--- config.mk ---
export PLATFORM = sky130hd
export DESIGN_NAME = button_click_detector_top
export DESIGN_NICKNAME = d
export VERILOG_FILES = /design/src/design/bcd_pkg.sv /design/src/design/button_click_detector_top.sv
export VERILOG_INCLUDE_DIRS = /design/src /design/src/design
export SDC_FILE = /design/constraint.sdc
export NUM_CORES = 1
export LEC_CHECK = 0
export BUFFER_PORTS_ARGS = -buffer_cell sky130_fd_sc_hd__buf_2
export CAP_MARGIN = 40
export CELL_PAD_IN_SITES_DETAIL_PLACEMENT = 0
export CELL_PAD_IN_SITES_GLOBAL_PLACEMENT = 1
export CORE_MARGIN = 1
export CORE_UTILIZATION = 45
export DETAILED_ROUTE_END_ITERATION = 12
export GPL_ROUTABILITY_DRIVEN = 0
export PLACE_DENSITY_LB_ADDON = 0.25
export RECOVER_POWER = 100
export SETUP_SLACK_MARGIN = 0.4
export SLEW_MARGIN = 20
export SYNTH_ARGS = -nofsm -noshare
export SYNTH_HDL_FRONTEND = slang
export SYNTH_SLANG_ARGS = --single-unit
export TNS_END_PERCENT = 30
--- constraint.sdc ---
create_clock -name clk -period 5.95 [get_ports clk]
set_input_delay 0.595 -clock clk [delete_from_list [all_inputs] [get_ports clk]]
set_output_delay 0.595 -clock clk [all_outputs]
set_load 0.02 [all_outputs]
--- src/design/button_click_detector_top_assert.svh ---
// Assertion macros for the click detector.
// BCD_ASSERT_IMP checks an overlapping implication and BCD_ASSERT_NXT a
// next-cycle implication. Both are sampled on clk and are off during reset.
`ifndef BUTTON_CLICK_DETECTOR_TOP_ASSERT_SVH
`define BUTTON_CLICK_DETECTOR_TOP_ASSERT_SVH

`ifndef SYNTHESIS

`define BCD_ASSERT_IMP(label, ante, cons, msg) \
  label: assert property (@(posedge clk) disable iff (!rst_n) (ante) |-> (cons)) \
    else $error(msg);

`define BCD_ASSERT_NXT(label, ante, cons, msg) \
  label: assert property (@(posedge clk) disable iff (!rst_n) (ante) |=> (cons)) \
    else $error(msg);

`else

`define BCD_ASSERT_IMP(label, ante, cons, msg)

`define BCD_ASSERT_NXT(label, ante, cons, msg)

`endif

`endif

--- src/design/bcd_pkg.sv ---
package bcd_pkg;

  localparam int COUNT_WIDTH_DEF = 16;

  localparam int CFG_IDX_W  = 2;
  localparam int CFG_DATA_W = 16;

  // Configuration register indexes.
  localparam logic [CFG_IDX_W-1:0] REG_ACTIVE_LEVEL   = 2'd0;
  localparam logic [CFG_IDX_W-1:0] REG_DEBOUNCE_TICKS = 2'd1;
  localparam logic [CFG_IDX_W-1:0] REG_SHORT_TICKS    = 2'd2;
  localparam logic [CFG_IDX_W-1:0] REG_LONG_TICKS     = 2'd3;

  // Register values after reset.
  localparam logic        ACTIVE_LEVEL_RST   = 1'b0;
  localparam logic [7:0]  DEBOUNCE_TICKS_RST = 8'd3;
  localparam logic [15:0] SHORT_TICKS_RST    = 16'd300;
  localparam logic [15:0] LONG_TICKS_RST     = 16'd1000;

  localparam logic [7:0] BOUNCE_MAX  = 8'd255;
  localparam logic [3:0] REPEAT_MAX  = 4'd15;
  localparam logic [3:0] REPEAT_ONE  = 4'd1;
  localparam logic [3:0] REPEAT_TWO  = 4'd2;

  typedef enum logic [2:0] {
    EV_NONE       = 3'd0,
    EV_DOWN       = 3'd1,
    EV_UP         = 3'd2,
    EV_SINGLE     = 3'd3,
    EV_DOUBLE     = 3'd4,
    EV_LONG_START = 3'd5,
    EV_LONG_HOLD  = 3'd6
  } ev_t;

endpackage

--- src/design/button_click_detector_top.sv ---
// Click and long-press detector for one key.
//
// Input channel (in_valid/in_ready): each transaction carries one sampled
// key level, in_raw_level, and stands for one tick. The level is debounced,
// then a small state machine reports press down, press up, single click,
// double click, long-press start and long-press hold.
// Result channel (out_valid/out_ready): exactly one transaction per input
// transaction, carrying the held event code, the latched click event and
// the debounced key level after that tick.
// A tick accepted at one edge is in the result register right after that
// edge. One tick is accepted every cycle unless the receiver stalls; the
// whole tick update (counters, compares and state machine) is one level
// of logic between the state registers and the result register.
// When the receiver stalls, the result register holds its transaction and
// in_ready drops until that result is taken; in_ready is high whenever the
// result register is empty or being emptied in the same cycle.
// Synchronous active-low reset returns the machine to idle, clears all
// counters and events, empties the result register and loads the register
// defaults (active level 0, debounce 3, short 300, long 1000 ticks).
`include "button_click_detector_top_assert.svh"

module button_click_detector_top
  import bcd_pkg::*;
#(
  parameter int COUNT_WIDTH = COUNT_WIDTH_DEF
) (
  input  logic                  clk,
  input  logic                  rst_n,
  input  logic                  cfg_we,
  input  logic [CFG_IDX_W-1:0]  cfg_index,
  input  logic [CFG_DATA_W-1:0] cfg_wdata,
  input  logic                  in_valid,
  output logic                  in_ready,
  input  logic                  in_raw_level,
  output logic                  out_valid,
  input  logic                  out_ready,
  output logic [2:0]            out_event_code,
  output logic [2:0]            out_latched_click,
  output logic                  out_clean_level
);

  // The tick counter is compared against 16-bit thresholds, so both sides
  // are widened to the larger of the two widths.
  localparam int CMP_W = (COUNT_WIDTH > 16) ? COUNT_WIDTH : 16;
  localparam logic [COUNT_WIDTH-1:0] TICK_MAX = {COUNT_WIDTH{1'b1}};

  typedef enum logic [2:0] {
    S_IDLE     = 3'd0,
    S_PRESSED  = 3'd1,
    S_RELEASED = 3'd2,
    S_PRESSED2 = 3'd3,
    S_LONG     = 3'd5
  } state_t;

  // Configuration registers.
  logic        active_level_r;
  logic [7:0]  debounce_ticks_r;
  logic [15:0] short_ticks_r;
  logic [15:0] long_ticks_r;

  // Detector state.
  state_t                 state_r, state_nxt;
  logic [COUNT_WIDTH-1:0] tick_r, tick_nxt;
  logic                   stable_r, stable_nxt;
  logic [7:0]             bounce_r, bounce_nxt;
  logic [3:0]             repeats_r, repeats_nxt;
  ev_t                    event_r, event_nxt;
  ev_t                    latched_r, latched_nxt;

  // Result register.
  logic       out_valid_r;
  logic [2:0] out_event_r;
  logic [2:0] out_latched_r;
  logic       out_level_r;

  logic                   in_fire;
  logic [COUNT_WIDTH-1:0] tick_inc;
  logic [7:0]             bounce_inc;
  logic                   pressed;
  logic [CMP_W-1:0]       tick_cmp;
  logic [CMP_W-1:0]       short_cmp;
  logic [CMP_W-1:0]       long_cmp;

  // A new tick may enter whenever the result register is free this cycle.
  assign in_ready = !out_valid_r || out_ready;
  assign in_fire  = in_valid && in_ready;

  always_ff @(posedge clk) begin
    if (!rst_n) begin
      active_level_r   <= ACTIVE_LEVEL_RST;
      debounce_ticks_r <= DEBOUNCE_TICKS_RST;
      short_ticks_r    <= SHORT_TICKS_RST;
      long_ticks_r     <= LONG_TICKS_RST;
    end else if (cfg_we) begin
      case (cfg_index)
        REG_ACTIVE_LEVEL:   active_level_r   <= cfg_wdata[0];
        REG_DEBOUNCE_TICKS: debounce_ticks_r <= cfg_wdata[7:0];
        REG_SHORT_TICKS:    short_ticks_r    <= cfg_wdata[15:0];
        REG_LONG_TICKS:     long_ticks_r     <= cfg_wdata[15:0];
        default: ;
      endcase
    end
  end

  always_comb begin
    // The tick counter runs only outside idle and sticks at its maximum.
    tick_inc = tick_r;
    if (state_r != S_IDLE && tick_r != TICK_MAX) begin
      tick_inc = tick_r + 1'b1;
    end

    // Debounce: a differing level is taken once the saturating bounce
    // count has reached the configured number of ticks. A setting of zero
    // therefore behaves like one.
    bounce_inc = (bounce_r != BOUNCE_MAX) ? bounce_r + 8'd1 : bounce_r;
    stable_nxt = stable_r;
    bounce_nxt = 8'd0;
    if (in_raw_level != stable_r) begin
      if (bounce_inc >= debounce_ticks_r) begin
        stable_nxt = in_raw_level;
      end else begin
        bounce_nxt = bounce_inc;
      end
    end

    pressed   = (stable_nxt == active_level_r);
    tick_cmp  = CMP_W'(tick_inc);
    short_cmp = CMP_W'(short_ticks_r);
    long_cmp  = CMP_W'(long_ticks_r);

    state_nxt   = state_r;
    tick_nxt    = tick_inc;
    repeats_nxt = repeats_r;
    event_nxt   = event_r;
    latched_nxt = latched_r;

    case (state_r)
      S_IDLE: begin
        if (pressed) begin
          event_nxt   = EV_DOWN;
          tick_nxt    = '0;
          repeats_nxt = REPEAT_ONE;
          state_nxt   = S_PRESSED;
        end else begin
          event_nxt   = EV_NONE;
          latched_nxt = EV_NONE;
        end
      end
      S_PRESSED: begin
        if (!pressed) begin
          event_nxt   = EV_UP;
          tick_nxt    = '0;
          repeats_nxt = REPEAT_ONE;
          state_nxt   = S_RELEASED;
        end else if (tick_cmp > long_cmp) begin
          event_nxt   = EV_LONG_START;
          latched_nxt = EV_LONG_START;
          state_nxt   = S_LONG;
        end
      end
      S_RELEASED: begin
        if (pressed) begin
          event_nxt = EV_DOWN;
          if (repeats_r != REPEAT_MAX) begin
            repeats_nxt = repeats_r + 4'd1;
          end
          tick_nxt  = '0;
          state_nxt = S_PRESSED2;
        end else if (tick_cmp > short_cmp) begin
          // More than two clicks in a row reports nothing.
          if (repeats_r == REPEAT_ONE) begin
            event_nxt   = EV_SINGLE;
            latched_nxt = EV_SINGLE;
          end else if (repeats_r == REPEAT_TWO) begin
            event_nxt   = EV_DOUBLE;
            latched_nxt = EV_DOUBLE;
          end
          state_nxt = S_IDLE;
        end
      end
      S_PRESSED2: begin
        if (!pressed) begin
          event_nxt = EV_UP;
          if (tick_cmp < short_cmp) begin
            tick_nxt  = '0;
            state_nxt = S_RELEASED;
          end else begin
            state_nxt = S_IDLE;
          end
        end
      end
      S_LONG: begin
        if (pressed) begin
          event_nxt = EV_LONG_HOLD;
        end else begin
          event_nxt = EV_UP;
          state_nxt = S_IDLE;
        end
      end
      default: begin
        state_nxt = S_IDLE;
      end
    endcase
  end

  always_ff @(posedge clk) begin
    if (!rst_n) begin
      state_r     <= S_IDLE;
      tick_r      <= '0;
      stable_r    <= 1'b0;
      bounce_r    <= 8'd0;
      repeats_r   <= 4'd0;
      event_r     <= EV_NONE;
      latched_r   <= EV_NONE;
      out_valid_r <= 1'b0;
    end else begin
      if (in_fire) begin
        state_r     <= state_nxt;
        tick_r      <= tick_nxt;
        stable_r    <= stable_nxt;
        bounce_r    <= bounce_nxt;
        repeats_r   <= repeats_nxt;
        event_r     <= event_nxt;
        latched_r   <= latched_nxt;
        out_valid_r <= 1'b1;
      end else if (out_ready) begin
        out_valid_r <= 1'b0;
      end
    end
  end

  // Result payload needs no reset; it is qualified by out_valid_r.
  always_ff @(posedge clk) begin
    if (in_fire) begin
      out_event_r   <= event_nxt;
      out_latched_r <= latched_nxt;
      out_level_r   <= stable_nxt;
    end
  end

  assign out_valid         = out_valid_r;
  assign out_event_code    = out_event_r;
  assign out_latched_click = out_latched_r;
  assign out_clean_level   = out_level_r;

  // Every accepted tick leaves a result waiting at the next edge.
  `BCD_ASSERT_NXT(a_fire_gives_result, in_fire, out_valid, "accepted tick gave no result")

  // The latched event only ever holds none, single, double or long start.
  `BCD_ASSERT_IMP(a_latched_codes, out_valid, (out_latched_click == EV_NONE) || (out_latched_click == EV_SINGLE) || (out_latched_click == EV_DOUBLE) || (out_latched_click == EV_LONG_START), "latched event out of range")

  // While in long hold, the latched event is the long-press start.
  `BCD_ASSERT_IMP(a_long_latched, state_r == S_LONG, latched_r == EV_LONG_START, "long hold without long start latched")

  // The machine never leaves idle without reporting a press down.
  `BCD_ASSERT_NXT(a_idle_exit_down, in_fire && (state_r == S_IDLE) && (state_nxt != S_IDLE), event_r == EV_DOWN, "idle exit without press down")

endmodule
# [Yosys cells after proc, flatten, opt, wreduce, memory -nomap -nowiden]
# Index checks and enable logic that the tools add are counted.
[totals] output_inout_bits=9 ff_bits=87 inputBits=24
[classes] eq_ne=22 n_lt_le_gt_ge=4 n_addsub=3 n_mux=45 reduce_logical=16
[ops] op="$mux W16" count=5
[ops] op="$mux W3" count=22
[ops] op="$pmux W16 S3" count=1
[ops] op="$gt A16 B16 Y1" count=2
[ops] op="$pmux W3 S5" count=2
[ops] op="$mux W8" count=3
[ops] op="$add A16 B1 Y16 const B" count=1
[ops] op="$lt A16 B16 Y1" count=1
[ops] op="$mux W4" count=4
[ops] op="$ne A16 B16 Y1 const B" count=1
[ops] op="$ne A2 B2 Y1 const B" count=6
[ops] op="$pmux W4 S3" count=1
[ops] op="$reduce_and A6 Y1" count=2
[ops] op="$pmux W3 S3" count=1
[ops] op="$add A8 B1 Y8 const B" count=1
[ops] op="$ge A8 B8 Y1" count=1
[ops] op="$ne A8 B8 Y1 const B" count=1
[ops] op="$reduce_and A2 Y1" count=4
[ops] op="$eq A3 B2 Y1 const B" count=2
[ops] op="$ne A3 B3 Y1 const B" count=2
[ops] op="$reduce_bool A3 Y1" count=2
[ops] op="$mux W1" count=5
[ops] op="$add A4 B1 Y4 const B" count=1
[ops] op="$eq A2 B2 Y1 const B" count=2
[ops] op="other kinds (16)" count=17

# [Logic depth before layout (Yosys ltp)]
[depth] word_depth=8 depth_mapped=18 depth_no_buf=16

# [Worst setup path after synthesis]
# No wires, ideal clock.
[synth_timing] path_type="register to register" from="register tick_r[2]" to="register out_event_r[1], in the netlist out_event_code[1], data pin" path_stages_with_launch=18 setup_ps=254 setup_slack_ps=2128 period_less_slack_ps=3822 path_buffers=2 arrival_time_ps=3567 t_required_ps=5696 path_cell_list="dfxtp_1 > clkbuf_1 > and4_1 > nand4_1 > nor3_1 > nor2_1 > and4_1 > and2_1 > xor2_1 > ha_1 > nand4_1 > a2111o_1 > a31oi_1 > and3_1 > clkbuf_1 > o21a_1 > o21ai_0 > o21a_1"
[synth_via] elab_chain_cells=7
[synth_lines] item="from (decl)" line="button_click_detector_top.sv:63" source="logic [COUNT_WIDTH-1:0] tick_r, tick_nxt;"
[synth_lines] item="from (signal assigned)" line="button_click_detector_top.sv:219" source="tick_r <= tick_nxt;"
[synth_lines] item="branches (longest 2 deep; another with $add A16 B1 Y16)"
[synth_lines] item="$mux W16 *" line="button_click_detector_top.sv:108" source="if (state_r != S_IDLE && tick_r != TICK_MAX) begin"
[synth_lines] item="$gt A16 B16 Y1 (on tied branches)" line="button_click_detector_top.sv:169, button_click_detector_top.sv:155"
[synth_lines] item="$mux W3 (on tied branches)" line="button_click_detector_top.sv:169, button_click_detector_top.sv:155"
[synth_lines] item="$mux W3 (on tied branches)" line="button_click_detector_top.sv:162, button_click_detector_top.sv:150"
[synth_lines] item="$pmux W3 S5 *" line="button_click_detector_top.sv:137" source="case (state_r)"
[synth_lines] item="named net event_nxt[1]" line="button_click_detector_top.sv:67" source="ev_t event_r, event_nxt;"
[synth_lines] item="to (signal assigned)" line="button_click_detector_top.sv:235" source="out_event_r <= event_nxt;"
[synth_lines] item="to (decl)" line="button_click_detector_top.sv:72" source="logic [2:0] out_event_r;"
# Mark *: on every way through the listed nets, which the timed path passes.
# A chain may end at the register's enable or synchronous reset.

# [Final worst setup path]
[layout_timing] from="register bounce_r[3]" to="register state_r[1]"
[layout_via] elab_chain_cells=8
[layout_lines] item="from (decl)" line="button_click_detector_top.sv:65" source="logic [7:0] bounce_r, bounce_nxt;"
[layout_lines] item="from (signal assigned)" line="button_click_detector_top.sv:221" source="bounce_r <= bounce_nxt;"
[layout_lines] item="$add A8 B1 Y8 or $ne A8 B8 Y1 (tied branches)" line="button_click_detector_top.sv:115" source="bounce_inc = (bounce_r != BOUNCE_MAX) ? bounce_r + 8'd1 : bounce_r;"
[layout_lines] item="$mux W8 *" line="button_click_detector_top.sv:115"
[layout_lines] item="$ge A8 B8 Y1 *" line="button_click_detector_top.sv:119" source="if (bounce_inc >= debounce_ticks_r) begin"
[layout_lines] item="$mux W1 *" line="button_click_detector_top.sv:119"
[layout_lines] item="$mux W1 *" line="button_click_detector_top.sv:118" source="if (in_raw_level != stable_r) begin"
[layout_lines] item="$eq A1 B1 Y1 *" line="button_click_detector_top.sv:126" source="pressed = (stable_nxt == active_level_r);"
[layout_lines] item="$ne A3 B3 Y1 (no line) (tied with other cells)"
[layout_lines] item="$reduce_and A6 Y1 (no line) or $pmux W3 S5 (tied branches)"
[layout_lines] item="to (signal assigned)" line="button_click_detector_top.sv:218" source="state_r <= state_nxt;"
[layout_lines] item="to (decl)" line="button_click_detector_top.sv:62" source="state_t state_r, state_nxt;"
# Every way passes the cells marked *; elsewhere a longest branch is shown, timed or not.

==> results.toml <==
[logic_synthesis]
ys_ff_latch = 87
synth_nets = 690
synth.distinct_cells = 70
synthTopCellsByArea = "dfxtp_1 30%, ha_1 11%, nand2_1 7.3%"
yosysSeqAreaShare_pct = 34.30
synth_ff_type = "dfxtp_1"
postSynth.asyncResetShare_pct = 0
ys_warn_count = 0
synth.cell_area_sq_um = 5283
synth_edf_count = 7
synth_common_cells = "103 x nand2_1, 80 x dfxtp_1, 48 x inv_1"
syn_avg_cell_area_sq_um = 8.507
synth_top_area_cell = "dfxtp_1"
synth_top_area_share_pct = 30.32
synthMostInstantiatedCell = "nand2_1"
netlist_instances = 621

[worst_setup_path]
worstPathRequired_ns = 6.20
cp_slowest_cell = "mux2i_1"
cpPeakStageDelay_ns = 0.88
timing.rr.start = "bounce_r[3]$_SDFFE_PN0P_"
path_max_fanout = 13
critPathTopFamily = "compound AO/OA/AOI/OAI gates"
critical_path_class = "register to register"
crit_arrival_ns = 5.21
end_kind = "register"
rr_endpoint = "state_r[1]$_SDFFE_PN0P_"
rrSetupSlack_ns = 0.99
crit_path_start_kind = "register"
crit_buf_inv = 0
reg2reg_depth = 15
crit_chain = "nand3_1, nor2_1, nand4_1, nand4_1, nor2_1, xor2_1, ha_1, a211oi_1, o21bai_1, a21oi_4, mux2i_1, xnor2_1, o31ai_1, o311ai_1, o41ai_1"

[grt]
antenna_found_initial = 0
grt_max_degree = 70
overflow = 0
grt_usage_pct = 21.04
grt_pass1_vias = 4056
grt_pass1_wl_microns = 19600

[timing]
fin_skew_ns = 0.007190
period_minus_slack_ns = 4.964
slew_viol_final = 70
slew_headroom_pct = -85.82
tns_ns = 0
max_freq_mhz = 201.5
max_slew.worst_pin.slew_ns = 2.787
fin_ws_ns = 0.9861
rsz0062_at_grt = "false"
fin_crit_sh_pct = 83.43
setup_viol = 0
final_hold_viol_count = 0
whs_ns = 0.4739

[pwr]
p_leak_nw = 2.342
powerDensity_nw_per_um2 = 239.9
irDropWorstVdd_v = 0.0001399

[die]
initial_core_util_pct = 46.26
design.die.area_sq_um = 12180
die_y_microns = 110.3
ioPinCount = 33
die_x_microns = 110.3
core-area_sq_um = 11420
rows = 39

[drt]
dr_wl_met2_microns = 5260
wl_met1_microns = 6253
wl_met3_microns = 415
topRoutingLayerUsed = "met4"
wl_microns = 12090
dr.pass1.iters = 5
routed_via_density = 5.603
ant_nets = 0
drc = 0
drtIter0Drc = 264
vias = 4421
wl_per_cell_microns = 15.32

[clocking]
cts_resized = 0
cts_root_buffer = "clkbuf_16"
hold_buffers = 0
htree_num_levels = 3
cts_tree = "yes"
clk_pin_slew_ns = 0.07
clk_latency_ns = 0.35
cts_setup_buffers = 0
cts_buffers = 9
cts.sinks = 87
clockBufferDepth = 2

[hold_path]
worstHoldStart = "short_cmp[15]$_SDFFE_PN0P_"
min_to = "short_cmp[15]$_SDFFE_PN0P_"
hold_depth = 2
hp-class = "register to register"

[run_status]
violations = "max-capacitance violations, max-slew violations"
outcome = "finished with violations"

[finish]
nets = 710
multi_input_area_sq_um = 3120
final_area_sq_um = 5773
drive_gt1_share_pct = 7.430
areaGrowthSynthToFinish_pct = 9.285
regArea_sq_um = 1812
postLayoutCoreUtil_pct = 50.56
nFillCells = 1110
antenna_cells = 0

[place]
post-place-ws_ns = 1.406
place_hpwl_microns = 8923
placement.io_buffers = 32
place_area_sq_um = 5524

[run]
cap_violations = 1
-- per-stage QoR --
step | power [W] | std cells
floorplan | 0.0007820 | 621
global placement | 0.0008269 | 771
detailed placement | 0.0008329 | 772
CTS | 0.001400 | 788
global route | 0.001447 | 789
finish | 0.001385 | 789
-- cells by family after synthesis --
| group | count (synthesis) | share of synthesized area [%] |
|---|---|---|
| adder cells (fa/ha/maj) | 45 | 10.66 |
| AO/OA/AOI/OAI | 150 | 20.09 |
| XOR/XNOR | 22 | 4.145 |
| multiplexers | 18 | 3.742 |
| AND/OR/NAND/NOR | 224 | 21.39 |
| flip-flops | 87 | 34.30 |
| buffers and inverters | 75 | 5.685 |
-- worst max path at each step --
stage / startpoint / end / slack [ns] / cells past startpoint
2_1_floorplan: tick_r[2]$_SDFFE_PN0P_ / out_event_code[1]$_DFFE_PP_ / 2.13 / 17
3_3_place_gp: tick_r[6]$_SDFFE_PN0P_ / tick_r[11]$_SDFFE_PN0P_ / 1.26 / 15
3_5_place_dp: state_r[2]$_SDFFE_PN0P_ / tick_r[11]$_SDFFE_PN0P_ / 1.41 / 14
4_1_cts: state_r[2]$_SDFFE_PN0P_ / tick_r[11]$_SDFFE_PN0P_ / 1.40 / 14
5_1_grt: bounce_r[3]$_SDFFE_PN0P_ / state_r[1]$_SDFFE_PN0P_ / 0.51 / 15
6_report: bounce_r[3]$_SDFFE_PN0P_ / state_r[1]$_SDFFE_PN0P_ / 0.99 / 15
-- layout by cell type (no fill, tap or decap), types with 4 or more instances in the layout --
cell type / instances
mux2i_1: 14
nand4_1: 19
and3_1: 6
inv_1: 48
xor2_1: 6
nand2b_1: 7
clkbuf_1: 12
buf_2: 22
clkbuf_16: 10
a22o_1: 13
a31oi_1: 13
nand3_1: 11
nor2b_1: 16
xnor2_1: 16
nand2_1: 103
a21boi_0: 30
edfxtp_1: 7
and4_1: 5
o211ai_1: 16
o21ai_0: 18
nor3_1: 6
ha_1: 45
nor2_1: 23
a21oi_1: 27
dfxtp_1: 80
and2_1: 7
o21a_1: 4
-- power breakdown --
group | switching (W) | total [W] | internal, W
Clock | 0.000237 | 0.000570 | 0.000333
Combinational | 0.000117 | 0.000184 | 0.0000675
Sequential | 0.0000183 | 0.000631 | 0.000612
-- state kept, by name (all words and copies together), names as in the netlist --
signal and count:
debounce_ticks_r 8, out_valid 1, event_r 3, latched_r 3, short_cmp 16, bounce_r 8, repeats_r 4, out_event_code 3
active_level_r 1, state_r 3, out_latched_click 3, long_cmp 16, stable_r 1, out_clean_level 1, tick_r 16
-- final cells by class --
cell class | instances | share of cell area [%]
Clock inverter | 3 | 0.3901
Sequential cell | 87 | 31.38
Multi-Input combinational cell | 459 | 54.05
Clock buffer | 13 | 4.876
Tap cell | 143 | 3.099
Inverter | 48 | 3.121
Timing Repair Buffer | 36 | 3.078
-- tightest hold or removal path, cell delays in order, from the launching register on --
cell and delay, ns:
dfxtp_1 0.31, nand2_1 0.05, a21boi_0 0.06
-- routing by layer --
layer	up-vias	global-route usage, %
met4	0	7.425
met2	70	32.83
met5	-	0
li1	2250	-
met1	2087	29.41
met3	14	3.116
Power figures use the tool's default switching activity.
